**config.mk**
```make
export PLATFORM = sky130hd
export DESIGN_NAME = add_days_to_date_flat
export DESIGN_NICKNAME = d
export VERILOG_FILES = /design/src/sv/dadd_pkg.sv /design/src/sv/dadd_in_if.sv /design/src/sv/dadd_out_if.sv /design/src/sv/add_days_to_date.sv /design/src/sv/dadd_datapath.sv /design/src/sv/dadd_ctrl.sv /design/src/flat_wrapper.sv
export VERILOG_INCLUDE_DIRS = /design/src /design/src/sv
export SDC_FILE = /design/constraint.sdc
export NUM_CORES = 1
export LEC_CHECK = 0
export BUFFER_PORTS_ARGS = -buffer_cell sky130_fd_sc_hd__buf_2
export CORE_MARGIN = 2
export CORE_UTILIZATION = 40
export CTS_BUF_LIST = sky130_fd_sc_hd__clkbuf_16
export DETAILED_ROUTE_END_ITERATION = 7
export PLACE_DENSITY = 0.66
export SLEW_MARGIN = 10
export SYNTH_ARGS = -nofsm -noshare
export SYNTH_HDL_FRONTEND = slang
export SYNTH_SLANG_ARGS = --single-unit
```
**constraint.sdc**
```tcl
create_clock -name clk -period 5.6 [get_ports clk]
set_clock_uncertainty 0.2 [all_clocks]
set_input_delay 1.12 -clock clk [delete_from_list [all_inputs] [get_ports clk]]
set_output_delay 1.12 -clock clk [all_outputs]
set_load 0.02 [all_outputs]
```
**src/sv/assert_macros.svh**
```systemverilog
// ----------------------------------------------------------------------------
// Assertion macros
// Shared concurrent assertion forms. Each expects clk and arst_n in scope.
// ----------------------------------------------------------------------------
`ifndef ASSERT_MACROS_SVH
`define ASSERT_MACROS_SVH

`ifndef NO_ASSERTIONS

`define ASSERT_ALWAYS(label, prop, msg) \
	label: assert property (@(posedge clk) disable iff (!arst_n) (prop)) else $error(msg);

`define ASSERT_SAME(label, ante, cons, msg) \
	label: assert property (@(posedge clk) disable iff (!arst_n) (ante) |-> (cons)) \
		else $error(msg);

`define ASSERT_NEXT(label, ante, cons, msg) \
	label: assert property (@(posedge clk) disable iff (!arst_n) (ante) |=> (cons)) \
		else $error(msg);

`else

`define ASSERT_ALWAYS(label, prop, msg)
`define ASSERT_SAME(label, ante, cons, msg)
`define ASSERT_NEXT(label, ante, cons, msg)

`endif

`endif

```
**src/sv/dadd_pkg.sv**
```systemverilog
// ----------------------------------------------------------------------------
// dadd_pkg
// Types, constants and month-length lookup for the date adder.
// ----------------------------------------------------------------------------
`timescale 1ns / 1ps
`default_nettype none

package dadd_pkg;

	localparam int YEAR_W  = 14;
	localparam int MONTH_W = 4;
	localparam int DAY_W   = 5;
	localparam int COUNT_W = 16;
	// Holds days_to_add + day + a full year of month lengths.
	localparam int REM_W   = 17;
	localparam int QUOT_W  = 10;
	localparam int PROD_W  = 29;
	localparam int M25_W   = 5;

	localparam logic [MONTH_W-1:0] MONTH_JAN = 4'd1;
	localparam logic [MONTH_W-1:0] MONTH_FEB = 4'd2;
	localparam logic [MONTH_W-1:0] MONTH_DEC = 4'd12;

	localparam logic [DAY_W-1:0] FEB_LEAP   = 5'd29;
	localparam logic [DAY_W-1:0] FEB_COMMON = 5'd28;

	// Year / 25 as (year * RECIP_25) >> RECIP_SHIFT, exact for 14-bit years.
	localparam logic [PROD_W-1:0] RECIP_25    = 29'd20972;
	localparam int                RECIP_SHIFT = 19;
	localparam logic [YEAR_W-1:0] DIV_25      = 14'd25;
	localparam logic [M25_W-1:0]  M25_LAST    = 5'd24;
	localparam logic [YEAR_W-1:0] YEAR_MAX    = 14'h3FFF;

	localparam logic [DAY_W-1:0] MONTH_LEN [12] = '{
		5'd31, 5'd28, 5'd31, 5'd30, 5'd31, 5'd30,
		5'd31, 5'd31, 5'd30, 5'd31, 5'd30, 5'd31
	};

	typedef struct packed {
		logic [YEAR_W-1:0]  start_year;
		logic [MONTH_W-1:0] start_month;
		logic [DAY_W-1:0]   start_day;
		logic [COUNT_W-1:0] days_to_add;
	} dadd_in_t;

	typedef struct packed {
		logic [YEAR_W-1:0]  end_year;
		logic [MONTH_W-1:0] end_month;
		logic [DAY_W-1:0]   end_day;
	} dadd_out_t;

	typedef struct packed {
		logic load;
		logic mod_fix;
		logic sum_step;
		logic walk_init;
		logic walk_step;
		logic out_load;
	} dadd_cmd_t;

	typedef struct packed {
		logic sum_done;
		logic walk_done;
	} dadd_status_t;

	// Months outside 1..12 have no days.
	function automatic logic [DAY_W-1:0] month_days(input logic [MONTH_W-1:0] mon,
		input logic leap);
		logic [DAY_W-1:0] len;
		len = '0;
		if (mon == MONTH_FEB) begin
			len = leap ? FEB_LEAP : FEB_COMMON;
		end else if (mon >= MONTH_JAN && mon <= MONTH_DEC) begin
			len = MONTH_LEN[mon - MONTH_JAN];
		end
		return len;
	endfunction

endpackage

`default_nettype wire

```
**src/sv/dadd_in_if.sv**
```systemverilog
// ----------------------------------------------------------------------------
// dadd_in_if
// Valid/ready channel carrying one starting date and day count.
// ----------------------------------------------------------------------------
`timescale 1ns / 1ps
`default_nettype none

interface dadd_in_if import dadd_pkg::*; ();
	logic     valid;
	logic     ready;
	dadd_in_t data;

	modport source (output valid, output data, input ready);
	modport sink (input valid, input data, output ready);
endinterface

`default_nettype wire

```
**src/sv/dadd_out_if.sv**
```systemverilog
// ----------------------------------------------------------------------------
// dadd_out_if
// Valid/ready channel carrying one resulting date.
// ----------------------------------------------------------------------------
`timescale 1ns / 1ps
`default_nettype none

interface dadd_out_if import dadd_pkg::*; ();
	logic      valid;
	logic      ready;
	dadd_out_t data;

	modport source (output valid, output data, input ready);
	modport sink (input valid, input data, output ready);
endinterface

`default_nettype wire

```
**src/sv/add_days_to_date.sv**
```systemverilog
// ----------------------------------------------------------------------------
// add_days_to_date
// Adds a day count to a Gregorian date by walking month by month.
// ----------------------------------------------------------------------------
//  Channel  Dir  Payload                                            Transfer
//  req      in   start_year, start_month, start_day, days_to_add    valid & ready
//  rsp      out  end_year, end_month, end_day                       valid & ready
//
// With S = max(start_month - 1, 0) and W the number of months the walk crosses
// (up to about 2170), the run after a req transfer grows with S + W. rsp is offered
// and req is ready again together, once the date is loaded, so a new req is not
// taken while one is in work. The single month-length adder, one month per cycle,
// sets this pace.
// Reset clears the sequencer and the output valid flag; no clearing pass.
// A stalled rsp holds the finished date; req is taken again once it is stored.
// ----------------------------------------------------------------------------
`timescale 1ns / 1ps
`default_nettype none

module add_days_to_date import dadd_pkg::*; (
	input  logic        clk,
	input  logic        arst_n,
	dadd_in_if.sink     req,
	dadd_out_if.source  rsp
);

	dadd_cmd_t    cmd;
	dadd_status_t status;

	dadd_ctrl u_ctrl (
		.clk       (clk),
		.arst_n    (arst_n),
		.in_valid  (req.valid),
		.in_ready  (req.ready),
		.out_valid (rsp.valid),
		.out_ready (rsp.ready),
		.status    (status),
		.cmd       (cmd)
	);

	dadd_datapath u_datapath (
		.clk      (clk),
		.arst_n   (arst_n),
		.in_data  (req.data),
		.cmd      (cmd),
		.status   (status),
		.out_data (rsp.data)
	);

endmodule

`default_nettype wire

```
**src/sv/dadd_datapath.sv**
```systemverilog
// ----------------------------------------------------------------------------
// dadd_datapath
// Year, month and remaining-day registers with the month-length adder.
// ----------------------------------------------------------------------------
`timescale 1ns / 1ps
`default_nettype none

`include "assert_macros.svh"

module dadd_datapath import dadd_pkg::*; (
	input  logic         clk,
	input  logic         arst_n,
	input  dadd_in_t     in_data,
	input  dadd_cmd_t    cmd,
	output dadd_status_t status,
	output dadd_out_t    out_data
);

	logic [YEAR_W-1:0]  year_q;
	logic [MONTH_W-1:0] smon_q;
	logic [MONTH_W-1:0] mon_q;
	logic [REM_W-1:0]   rem_q;
	logic [QUOT_W-1:0]  quot_q;
	logic [M25_W-1:0]   m25_q;
	dadd_out_t          out_q;

	logic [PROD_W-1:0]  prod;
	logic [YEAR_W-1:0]  quot_x25;
	logic [YEAR_W-1:0]  year_rem;
	logic               leap;
	logic [DAY_W-1:0]   len;
	logic [REM_W-1:0]   len_ext;

	assign prod     = PROD_W'(in_data.start_year) * RECIP_25;
	assign quot_x25 = YEAR_W'(quot_q) * DIV_25;
	assign year_rem = year_q - quot_x25;

	// Divisible by 400 means by 16 and by 25; by 4 and not 100 means by 4 and not 25.
	assign leap = (m25_q == '0) ? (year_q[3:0] == 4'd0) : (year_q[1:0] == 2'd0);

	assign len     = month_days(mon_q, leap);
	assign len_ext = REM_W'(len);

	assign status.sum_done  = (mon_q >= smon_q);
	assign status.walk_done = (rem_q <= len_ext);

	always_ff @(posedge clk) begin
		if (cmd.load) begin
			year_q <= in_data.start_year;
			smon_q <= in_data.start_month;
			mon_q  <= MONTH_JAN;
			rem_q  <= REM_W'(in_data.days_to_add) + REM_W'(in_data.start_day);
			quot_q <= prod[RECIP_SHIFT +: QUOT_W];
		end
		if (cmd.mod_fix) begin
			m25_q <= year_rem[M25_W-1:0];
		end
		if (cmd.sum_step) begin
			rem_q <= rem_q + len_ext;
			mon_q <= mon_q + 4'd1;
		end
		if (cmd.walk_init) begin
			mon_q <= MONTH_JAN;
		end
		if (cmd.walk_step) begin
			rem_q <= rem_q - len_ext;
			if (mon_q == MONTH_DEC) begin
				mon_q  <= MONTH_JAN;
				year_q <= year_q + 14'd1;
				// The 14-bit year wraps to zero, which is a multiple of 25.
				if (year_q == YEAR_MAX || m25_q == M25_LAST) begin
					m25_q <= '0;
				end else begin
					m25_q <= m25_q + 5'd1;
				end
			end else begin
				mon_q <= mon_q + 4'd1;
			end
		end
		if (cmd.out_load) begin
			out_q.end_year  <= year_q;
			out_q.end_month <= mon_q;
			out_q.end_day   <= rem_q[DAY_W-1:0];
		end
	end

	assign out_data = out_q;

	`ASSERT_NEXT(a_m25_range, cmd.mod_fix, m25_q < 5'd25, "year remainder mod 25 out of range")
	`ASSERT_SAME(a_walk_month, cmd.walk_step, mon_q >= MONTH_JAN && mon_q <= MONTH_DEC, "walk month out of range")
	`ASSERT_SAME(a_walk_nonzero, cmd.walk_step, rem_q > len_ext, "walk step would underflow")

endmodule

`default_nettype wire

```
**src/sv/dadd_ctrl.sv**
```systemverilog
// ----------------------------------------------------------------------------
// dadd_ctrl
// Sequencer: load, year remainder, month sum, month walk, result hand-off.
// ----------------------------------------------------------------------------
`timescale 1ns / 1ps
`default_nettype none

`include "assert_macros.svh"

module dadd_ctrl import dadd_pkg::*; (
	input  logic         clk,
	input  logic         arst_n,
	input  logic         in_valid,
	output logic         in_ready,
	output logic         out_valid,
	input  logic         out_ready,
	input  dadd_status_t status,
	output dadd_cmd_t    cmd
);

	localparam logic [1:0] ST_IDLE = 2'd0;
	localparam logic [1:0] ST_MOD  = 2'd1;
	localparam logic [1:0] ST_SUM  = 2'd2;
	localparam logic [1:0] ST_WALK = 2'd3;

	logic [1:0] state_q;
	logic [1:0] state_d;
	logic       out_valid_q;
	logic       out_free;

	assign out_free = !out_valid_q || out_ready;
	assign in_ready = (state_q == ST_IDLE);

	always_comb begin
		cmd     = '0;
		state_d = state_q;
		unique case (state_q)
			ST_IDLE: begin
				if (in_valid) begin
					cmd.load = 1'b1;
					state_d  = ST_MOD;
				end
			end
			ST_MOD: begin
				cmd.mod_fix = 1'b1;
				state_d     = ST_SUM;
			end
			ST_SUM: begin
				if (status.sum_done) begin
					cmd.walk_init = 1'b1;
					state_d       = ST_WALK;
				end else begin
					cmd.sum_step = 1'b1;
				end
			end
			ST_WALK: begin
				if (!status.walk_done) begin
					cmd.walk_step = 1'b1;
				end else if (out_free) begin
					// The finished date waits here until the output register is free.
					cmd.out_load = 1'b1;
					state_d      = ST_IDLE;
				end
			end
			default: begin
				state_d = ST_IDLE;
			end
		endcase
	end

	always_ff @(posedge clk or negedge arst_n) begin
		if (!arst_n) begin
			state_q     <= ST_IDLE;
			out_valid_q <= 1'b0;
		end else begin
			state_q <= state_d;
			if (cmd.out_load) begin
				out_valid_q <= 1'b1;
			end else if (out_ready) begin
				out_valid_q <= 1'b0;
			end
		end
	end

	assign out_valid = out_valid_q;

	`ASSERT_NEXT(a_accept_to_mod, in_valid && in_ready, state_q == ST_MOD, "accepted transfer did not start work")
	`ASSERT_SAME(a_no_overwrite, cmd.out_load, out_free, "result overwrote a pending transfer")
	`ASSERT_NEXT(a_load_shows, cmd.out_load, out_valid_q, "loaded result not offered")
	`ASSERT_ALWAYS(a_one_step, $onehot0({cmd.sum_step, cmd.walk_step, cmd.out_load, cmd.load}), "conflicting datapath commands")

endmodule

`default_nettype wire

```
**src/flat_wrapper.sv**
```systemverilog
// flat-port wrapper written by rule: the top's interface ports become plain ports
module add_days_to_date_flat import dadd_pkg::*;
  (clk, arst_n, req_valid, req_data, req_ready, rsp_valid, rsp_data, rsp_ready);
  dadd_in_if req_i ();
  dadd_out_if rsp_i ();
  input  logic clk;
  input  logic arst_n;
  input wire logic [$bits(req_i.valid)-1:0] req_valid;
  input wire logic [$bits(req_i.data)-1:0] req_data;
  output wire logic [$bits(req_i.ready)-1:0] req_ready;
  output wire logic [$bits(rsp_i.valid)-1:0] rsp_valid;
  output wire logic [$bits(rsp_i.data)-1:0] rsp_data;
  input wire logic [$bits(rsp_i.ready)-1:0] rsp_ready;
  assign req_i.valid = req_valid;
  assign req_i.data = req_data;
  assign req_ready = req_i.ready;
  assign rsp_valid = rsp_i.valid;
  assign rsp_data = rsp_i.data;
  assign rsp_i.ready = rsp_ready;
  add_days_to_date u_core (.clk(clk), .arst_n(arst_n), .req(req_i), .rsp(rsp_i));
endmodule
```
==> results.sh, run 1 <==
export IMPL_antenna_cells=0
export IMPL_cts_resized=0
export IMPL_synth_flop_cell="edfxtp_1"
export IMPL_min_period_over_period=0.958
export IMPL_worst_pin_slew_ns=0.972
export IMPL_peakVddDrop_uv=203
export IMPL_grtUsageTotal=0.185
export IMPL_cts_tree="yes"
export IMPL_regArea_sq_um=2050
export IMPL_mostFrequentLayoutCells="inv_1, ha_1, buf_2"
export IMPL_r2r_end="u_core.u_datapath.rem_q[12]"
export IMPL_die_h_microns=149
export IMPL_dr_first_iter_drc_count=340
export IMPL_layout_nets=1193
export IMPL_async_flop_share=0.0400
export IMPL_cts_sinks=75
export IMPL_grt_pass1_vias=6582
export IMPL_path_max_fanout=5
export IMPL_h_tree_depth=3
export IMPL_synthCells=863
export IMPL_vias=6513
export IMPL_hold_end="u_core.u_datapath.out_data[2]"
export IMPL_yosys_warnings=0
export IMPL_yosysTopAreaCell="edfxtp_1"
export IMPL_leakagePower_nw=4.48
export IMPL_critPathArrivalTime_ns=5.38
export IMPL_slew_limit_headroom=0.348
export IMPL_hp_class="reg2reg"
export IMPL_path_class="in2reg"
export IMPL_post_route_min_period_ns=5.37
export IMPL_worstHoldStart="u_core.u_datapath.rem_q[2]"
export IMPL_hold_buffers=0
export IMPL_fillers=1955
export IMPL_required_ns=5.61
export IMPL_seq_area_frac_synth=0.244
export IMPL_layout_setup_ws_ns=0.233
export IMPL_path_clk_slew_ns=0.06
export IMPL_syn_cell_area_sq_um=8380
export IMPL_min_path_cells=0
export IMPL_stdcell_count=1240
export IMPL_postSynthAreaPerCell_sq_um=9.72
export IMPL_rows=52
export IMPL_multi_input_area_sq_um=5620
export IMPL_status="finished, final reports clean"
export IMPL_synth_edff_count=53
export IMPL_dr_pass1_iters=5
export IMPL_clockBufferDepth=2
export IMPL_yosysTopAreaCellShare=0.190
export IMPL_grt_first_pass_wirelength_microns=32600
export IMPL_drv_cap=0
export IMPL_fmax_ghz=0.186
export IMPL_area_growth_pct=14.5
export IMPL_reg2reg_from="u_core.u_datapath.mon_q[0]"
export IMPL_core_sq_um=20400
export IMPL_post_route_drc_count=0
export IMPL_rsz0062_at_grt="false"
export IMPL_cts_root_buffer="clkbuf_16"
export IMPL_final_common_cell="inv_1"
export IMPL_slew_viol_final=0
export IMPL_antenna_left=0
export IMPL_totalWireLength_microns=19400
export IMPL_ys_ff_latch=75
export IMPL_p_per_area_nw_per_um2=532
export IMPL_synth_nets=1091
export IMPL_r2r_setup_slack_ns=1.05
export IMPL_viasPerCell=5.25
export IMPL_hold_viol=0
export IMPL_start_kind="primary input"
export IMPL_wl_per_cell_microns=15.6
export IMPL_dp_hpwl_microns=15800
export IMPL_overflow=0
export IMPL_design_die_area_sq_um=22100
export IMPL_die_w_microns=149
export IMPL_synth_distinct_cells=74
export IMPL_port_buffers=67
export IMPL_place_inst=1224
export IMPL_gp_congestion=0.857
export IMPL_cts_setup_buffers=0
export IMPL_r2r_cells=11
export IMPL_setup_viol_count_final=0
export IMPL_clk_latency_ns=0.34
export IMPL_drive_gt1_frac=0.159
export IMPL_fin_util=0.470
export IMPL_io_pins=68
export IMPL_end_kind="flip-flop"
export IMPL_synthTopCellsByArea="edfxtp_1, ha_1, fa_1"
export IMPL_initial_core_util=0.410
export IMPL_grt_max_degree=27
export IMPL_antenna_found_initial=0
export IMPL_cts_inserted_buffers=9
export IMPL_dp_worst_setup_slack_ns=-0.157
how the worst max path moves through the flow:
| stage | startpoint | to | slack (ns) | cells past startpoint |
|---|---|---|---|---|
| after global placement | req_data[29] | u_core.u_datapath.quot_q[3] | -0.06 | 18 |
| after detailed placement | req_data[29] | u_core.u_datapath.quot_q[3] | -0.16 | 18 |
| after floorplan | req_data[34] | u_core.u_datapath.quot_q[4] | 0.26 | 16 |
| final | req_data[29] | u_core.u_datapath.quot_q[4] | 0.23 | 18 |
| after CTS | req_data[29] | u_core.u_datapath.quot_q[3] | 0.20 | 18 |
| after global routing | req_data[30] | u_core.u_datapath.quot_q[4] | 0.03 | 18 |
power by group:
group / leakage, nW / switching [W] / internal [W] / total (W)
Clock: 0.148 / 0.000228 / 0.000322 / 0.000550
Sequential: 0.690 / 0.000277 / 0.000929 / 0.00121
Combinational: 3.64 / 0.00188 / 0.00147 / 0.00335
Total: 4.48 / 0.00239 / 0.00272 / 0.00510
critical path, stage by stage:
cell      delay [ns]
buf_2           0.15
inv_1           0.09
fa_1            0.53
inv_1           0.04
ha_1            0.22
fa_1            0.53
inv_1           0.05
fa_1            0.47
fa_1            0.55
inv_1           0.04
ha_1            0.30
nand4_1         0.12
a211oi_1        0.06
a221oi_1        0.31
buf_4           0.18
a31oi_2         0.12
or4_1           0.42
nand3_1         0.09
Yosys cell counts (3+ instances only):
library cell and number:
inv_1 166, ha_1 119, fa_1 66, edfxtp_1 53, nand2_1 37, nand3_1 35, xnor2_1 31, a21oi_1 30
nor2_1 25, o21ai_0 21, dfxtp_1 19, nor3_1 19, mux2i_1 16, nand4_1 15, xor2_1 15, and3_1 12
clkbuf_1 12, o211ai_1 11, or3_1 11, a21o_1 9, a211o_1 7, a211oi_1 7, a31oi_1 6, and4_1 6
nand2b_1 6, nor2b_1 6, and2_1 5, buf_4 5, nor4_1 5, o2111ai_1 5, o21a_1 5, a22oi_1 4
a31o_2 4, buf_2 4, o31a_1 4, dfrtp_1 3, mux2_2 3, nor3b_1 3, o221a_2 3, o22ai_1 3
o31ai_1 3
routing by layer:
metal  GRT usage  part of all wire  vias up
met1       0.245              0.45     3155
met2       0.324              0.49      135
met3      0.0217             0.036       23
li1            -                 -     3200
met4      0.0490             0.015        0
met5           0                 0        -
state kept, by name (all words and copies together) (netlist names):
name and flops:
u_core.u_datapath.out_data 23, u_core.u_datapath.rem_q 17, u_core.u_datapath.year_q 14, u_core.u_datapath.m25_q 5, u_core.u_datapath.quot_q 5, u_core.u_datapath.mon_q 4
u_core.u_datapath.smon_q 4, u_core.u_ctrl.state_q 2, u_core.u_ctrl.out_valid 1
per-stage QoR:
step / cell area, sq um / hold slack (ns) / total power, W / TNS (ns)
3_5_place_dp: 9310 / 0.290 / 0.00453 / -0.403
4_1_cts: 9590 / 0.301 / 0.00512 / 0
6_report: 9600 / 0.300 / 0.00510 / 0
5_1_grt: 9600 / 0.321 / 0.00567 / 0
3_3_place_gp: 9310 / 0.288 / 0.00446 / -0.149
2_1_floorplan: 8380 / 0.244 / 0.00366 / 0
logic make-up (layout without fill, tap and decap cells):
| logic type | Yosys count | in the layout | share of synthesized area |
|---|---|---|---|
| fa+ha+maj | 185 | 185 | 0.335 |
| compound gates | 151 | 151 | 0.131 |
| mux | 20 | 20 | 0.0245 |
| simple gates | 198 | 198 | 0.130 |
| flops | 75 | 75 | 0.244 |
| xor+xnor | 46 | 46 | 0.0481 |
| buf+inv | 188 | 295 | 0.0879 |
cell type report:
class                      instances  share of cell area
multi-input combinational        600               0.585
sequential                        75               0.213
timing repair buffer             113              0.0722
inverter                         166              0.0649
tap                              270              0.0352
clock buffer                      10              0.0261
clock inverter                     6             0.00326
(Power assumes the default switching activity.)
==> run 2: changes to the inputs <==
Settings changed: CELL_PAD_IN_SITES_DETAIL_PLACEMENT set to 1, CELL_PAD_IN_SITES_GLOBAL_PLACEMENT set to 1, PLACE_DENSITY 0.66 to 0.79.
==> run 2 against run 1 <==
Die area unchanged; combinational power rose by 7.8%; flip-flop and latch count did not move; global-route usage grew 3.4 points; clock-buffer cell count stayed put; final area increased by 0.22%; critical path depth unchanged; cell count is the same; sequential power hardly changed; core utilization increased by 0.10 points; via count up 4.0%; routed wire length increased by 21%; largest power group unchanged; highest routed layer unchanged.
==> results.sh, run 2 (same netlist as run 1, synthesis figures left out) <==
export IMPL_leakagePower_nw=4.49
export IMPL_layout_nets=1193
export IMPL_area_growth_pct=14.7
export IMPL_status="finished, final reports clean"
export IMPL_seqPwrFrac=0.227
export IMPL_cts_root_buffer="clkbuf_16"
export IMPL_setup_viol_count_final=0
export IMPL_post_route_min_period_ns=5.40
export IMPL_h_tree_depth=3
export IMPL_overflow=0
export IMPL_grtUsageTotal=0.219
export IMPL_post_route_drc_count=0
export IMPL_dr_first_iter_drc_count=319
export IMPL_grt_max_degree=27
export IMPL_switching_share=0.485
export IMPL_combPwrFrac=0.669
export IMPL_crit_chain="buf_2 > fa_1 > ha_1 > inv_1 > fa_1 > inv_1 > fa_1 > inv_1 > fa_1 > inv_1 > ha_4 > a21oi_2 > nand2_1 > a221oi_2 > a31oi_2 > buf_4 > buf_4 > xor2_1"
export IMPL_clk_latency_ns=0.34
export IMPL_antenna_cells=0
export IMPL_setup_tns_final_ns=0
export IMPL_path_class="in2reg"
export IMPL_gp_congestion=0.838
export IMPL_crit_path_max_incr_delay_ns=0.55
export IMPL_min_period_over_period=0.964
export IMPL_drive_gt1_frac=0.162
export IMPL_port_buffers=67
export IMPL_r2r_setup_slack_ns=0.83
export IMPL_p_per_area_nw_per_um2=561
export IMPL_drv_cap=0
export IMPL_mostFrequentLayoutCells="inv_1, ha_1, fa_1, buf_2, edfxtp_1"
export IMPL_antenna_found_initial=0
export IMPL_largest_reg_flops=23
export IMPL_cts_tree="yes"
export IMPL_hold_buffers=0
export IMPL_end_kind="flip-flop"
export IMPL_r2r_end="u_core.u_datapath.rem_q[6]"
export IMPL_p_switching_w=0.00262
export IMPL_slew_viol_final=0
export IMPL_wl_per_cell_microns=18.9
export IMPL_cts_sinks=75
export IMPL_dr_pass1_iters=4
export IMPL_cts_inserted_buffers=9
export IMPL_placed_cell_area_sq_um=9300
export IMPL_worstHoldStart="u_core.u_datapath.year_q[11]"
export IMPL_io_pins=68
export IMPL_grt_use_met3=0.0239
export IMPL_fmax_ghz=0.185
export IMPL_clockBufferDepth=2
export IMPL_worst_pin_slew_ns=0.889
export IMPL_top_usage_layer="met2"
export IMPL_slew_limit_headroom=0.406
export IMPL_totalWireLength_microns=23400
export IMPL_min_path_cells=0
export IMPL_final_common_cell="inv_1"
export IMPL_initial_core_util=0.410
export IMPL_start_kind="primary input"
export IMPL_core_sq_um=20400
export IMPL_hold_end="u_core.u_datapath.out_data[20]"
export IMPL_internal_power_w=0.00278
export IMPL_hold_viol=0
export IMPL_met2_usage=0.392
export IMPL_antenna_left=0
export IMPL_critPathLaunch="req_data[34]"
export IMPL_clkPwrFrac=0.104
export IMPL_grt_first_pass_wirelength_microns=38100
export IMPL_die_h_microns=149
export IMPL_dp_hpwl_microns=18800
export IMPL_rows=52
export IMPL_peakVddDrop_uv=266
export IMPL_required_ns=5.49
export IMPL_path_clk_slew_ns=0.06
export IMPL_viasPerCell=5.46
export IMPL_reg2reg_from="u_core.u_datapath.mon_q[0]"
export IMPL_slowest_stage="fa_1"
export IMPL_final_area_sq_um=9620
export IMPL_design_die_area_sq_um=22100
export IMPL_hp_class="reg2reg"
export IMPL_path_max_fanout=5
export IMPL_met1_usage=0.288
export IMPL_critPathArrivalTime_ns=5.29
export IMPL_die_w_microns=149
export IMPL_vias=6772
export IMPL_grt_pass1_vias=7314
export IMPL_r2r_cells=11
[run 2: worst max-delay path by stage]
| stage | cells after the start | to |
|---|---|---|
| after floorplan | 16 | u_core.u_datapath.quot_q[4] |
| after global placement | 15 | u_core.u_datapath.quot_q[4] |
| after detailed placement | 17 | u_core.u_datapath.quot_q[4] |
| after CTS | 17 | u_core.u_datapath.quot_q[4] |
| after global routing | 17 | u_core.u_datapath.quot_q[4] |
| final | 18 | u_core.u_datapath.quot_q[2] |
[run 2: critical path, delay by kind of cell]
family / cells / cell delay [ns]
compound gates: 3 / 0.64
xor+xnor: 1 / 0.13
fa+ha+maj: 6 / 2.63
buf+inv: 7 / 0.68
simple gates: 1 / 0.09
[run 2: through the flow]
stage	utilization	setup WS, ns	std cells	power (W)	hold WS (ns)
final	0.471	0.203	1240	0.00540	0.288
after global routing	0.471	-0.0246	1240	0.00591	0.302
after CTS	0.469	0.0523	1239	0.00528	0.282
after detailed placement	0.455	-0.308	1223	0.00467	0.271
after global placement	0.455	-0.0849	1223	0.00445	0.270
after floorplan	-	0.261	863	0.00366	0.244
[run 2: layout make-up]
class | count | area [sq um]
Clock buffer | 10 | 250
Clock inverter | 6 | 28.8
Fill cell | 2372 | 10800
Inverter | 166 | 623
Multi-Input combinational cell | 600 | 5640
Sequential cell | 75 | 2050
Tap cell | 270 | 338
Timing Repair Buffer | 113 | 696
[run 2: what timing repair did]
item                                    in CTS  in global routing
endpoints found under the setup margin       0                  4
gates resized for setup                      0                  6
setup buffers                                0                  1
[run 2: layer usage]
layer | vias up | routed length, microns
li1 | 3208 | -
met1 | 3433 | 10600
met2 | 109 | 11800
met3 | 22 | 543
met4 | 0 | 364
met5 | - | 0
[run 2: power by group through the flow]
| stage | clock (W) | combinational [W] | sequential, W |
|---|---|---|---|
| after global placement | 0 | 0.00324 | 0.00121 |
| after detailed placement | 0 | 0.00345 | 0.00123 |
| final | 0.000559 | 0.00361 | 0.00123 |
| after floorplan | 0 | 0.00257 | 0.00109 |
| after CTS | 0.000564 | 0.00349 | 0.00122 |
| after global routing | 0.000585 | 0.00407 | 0.00126 |
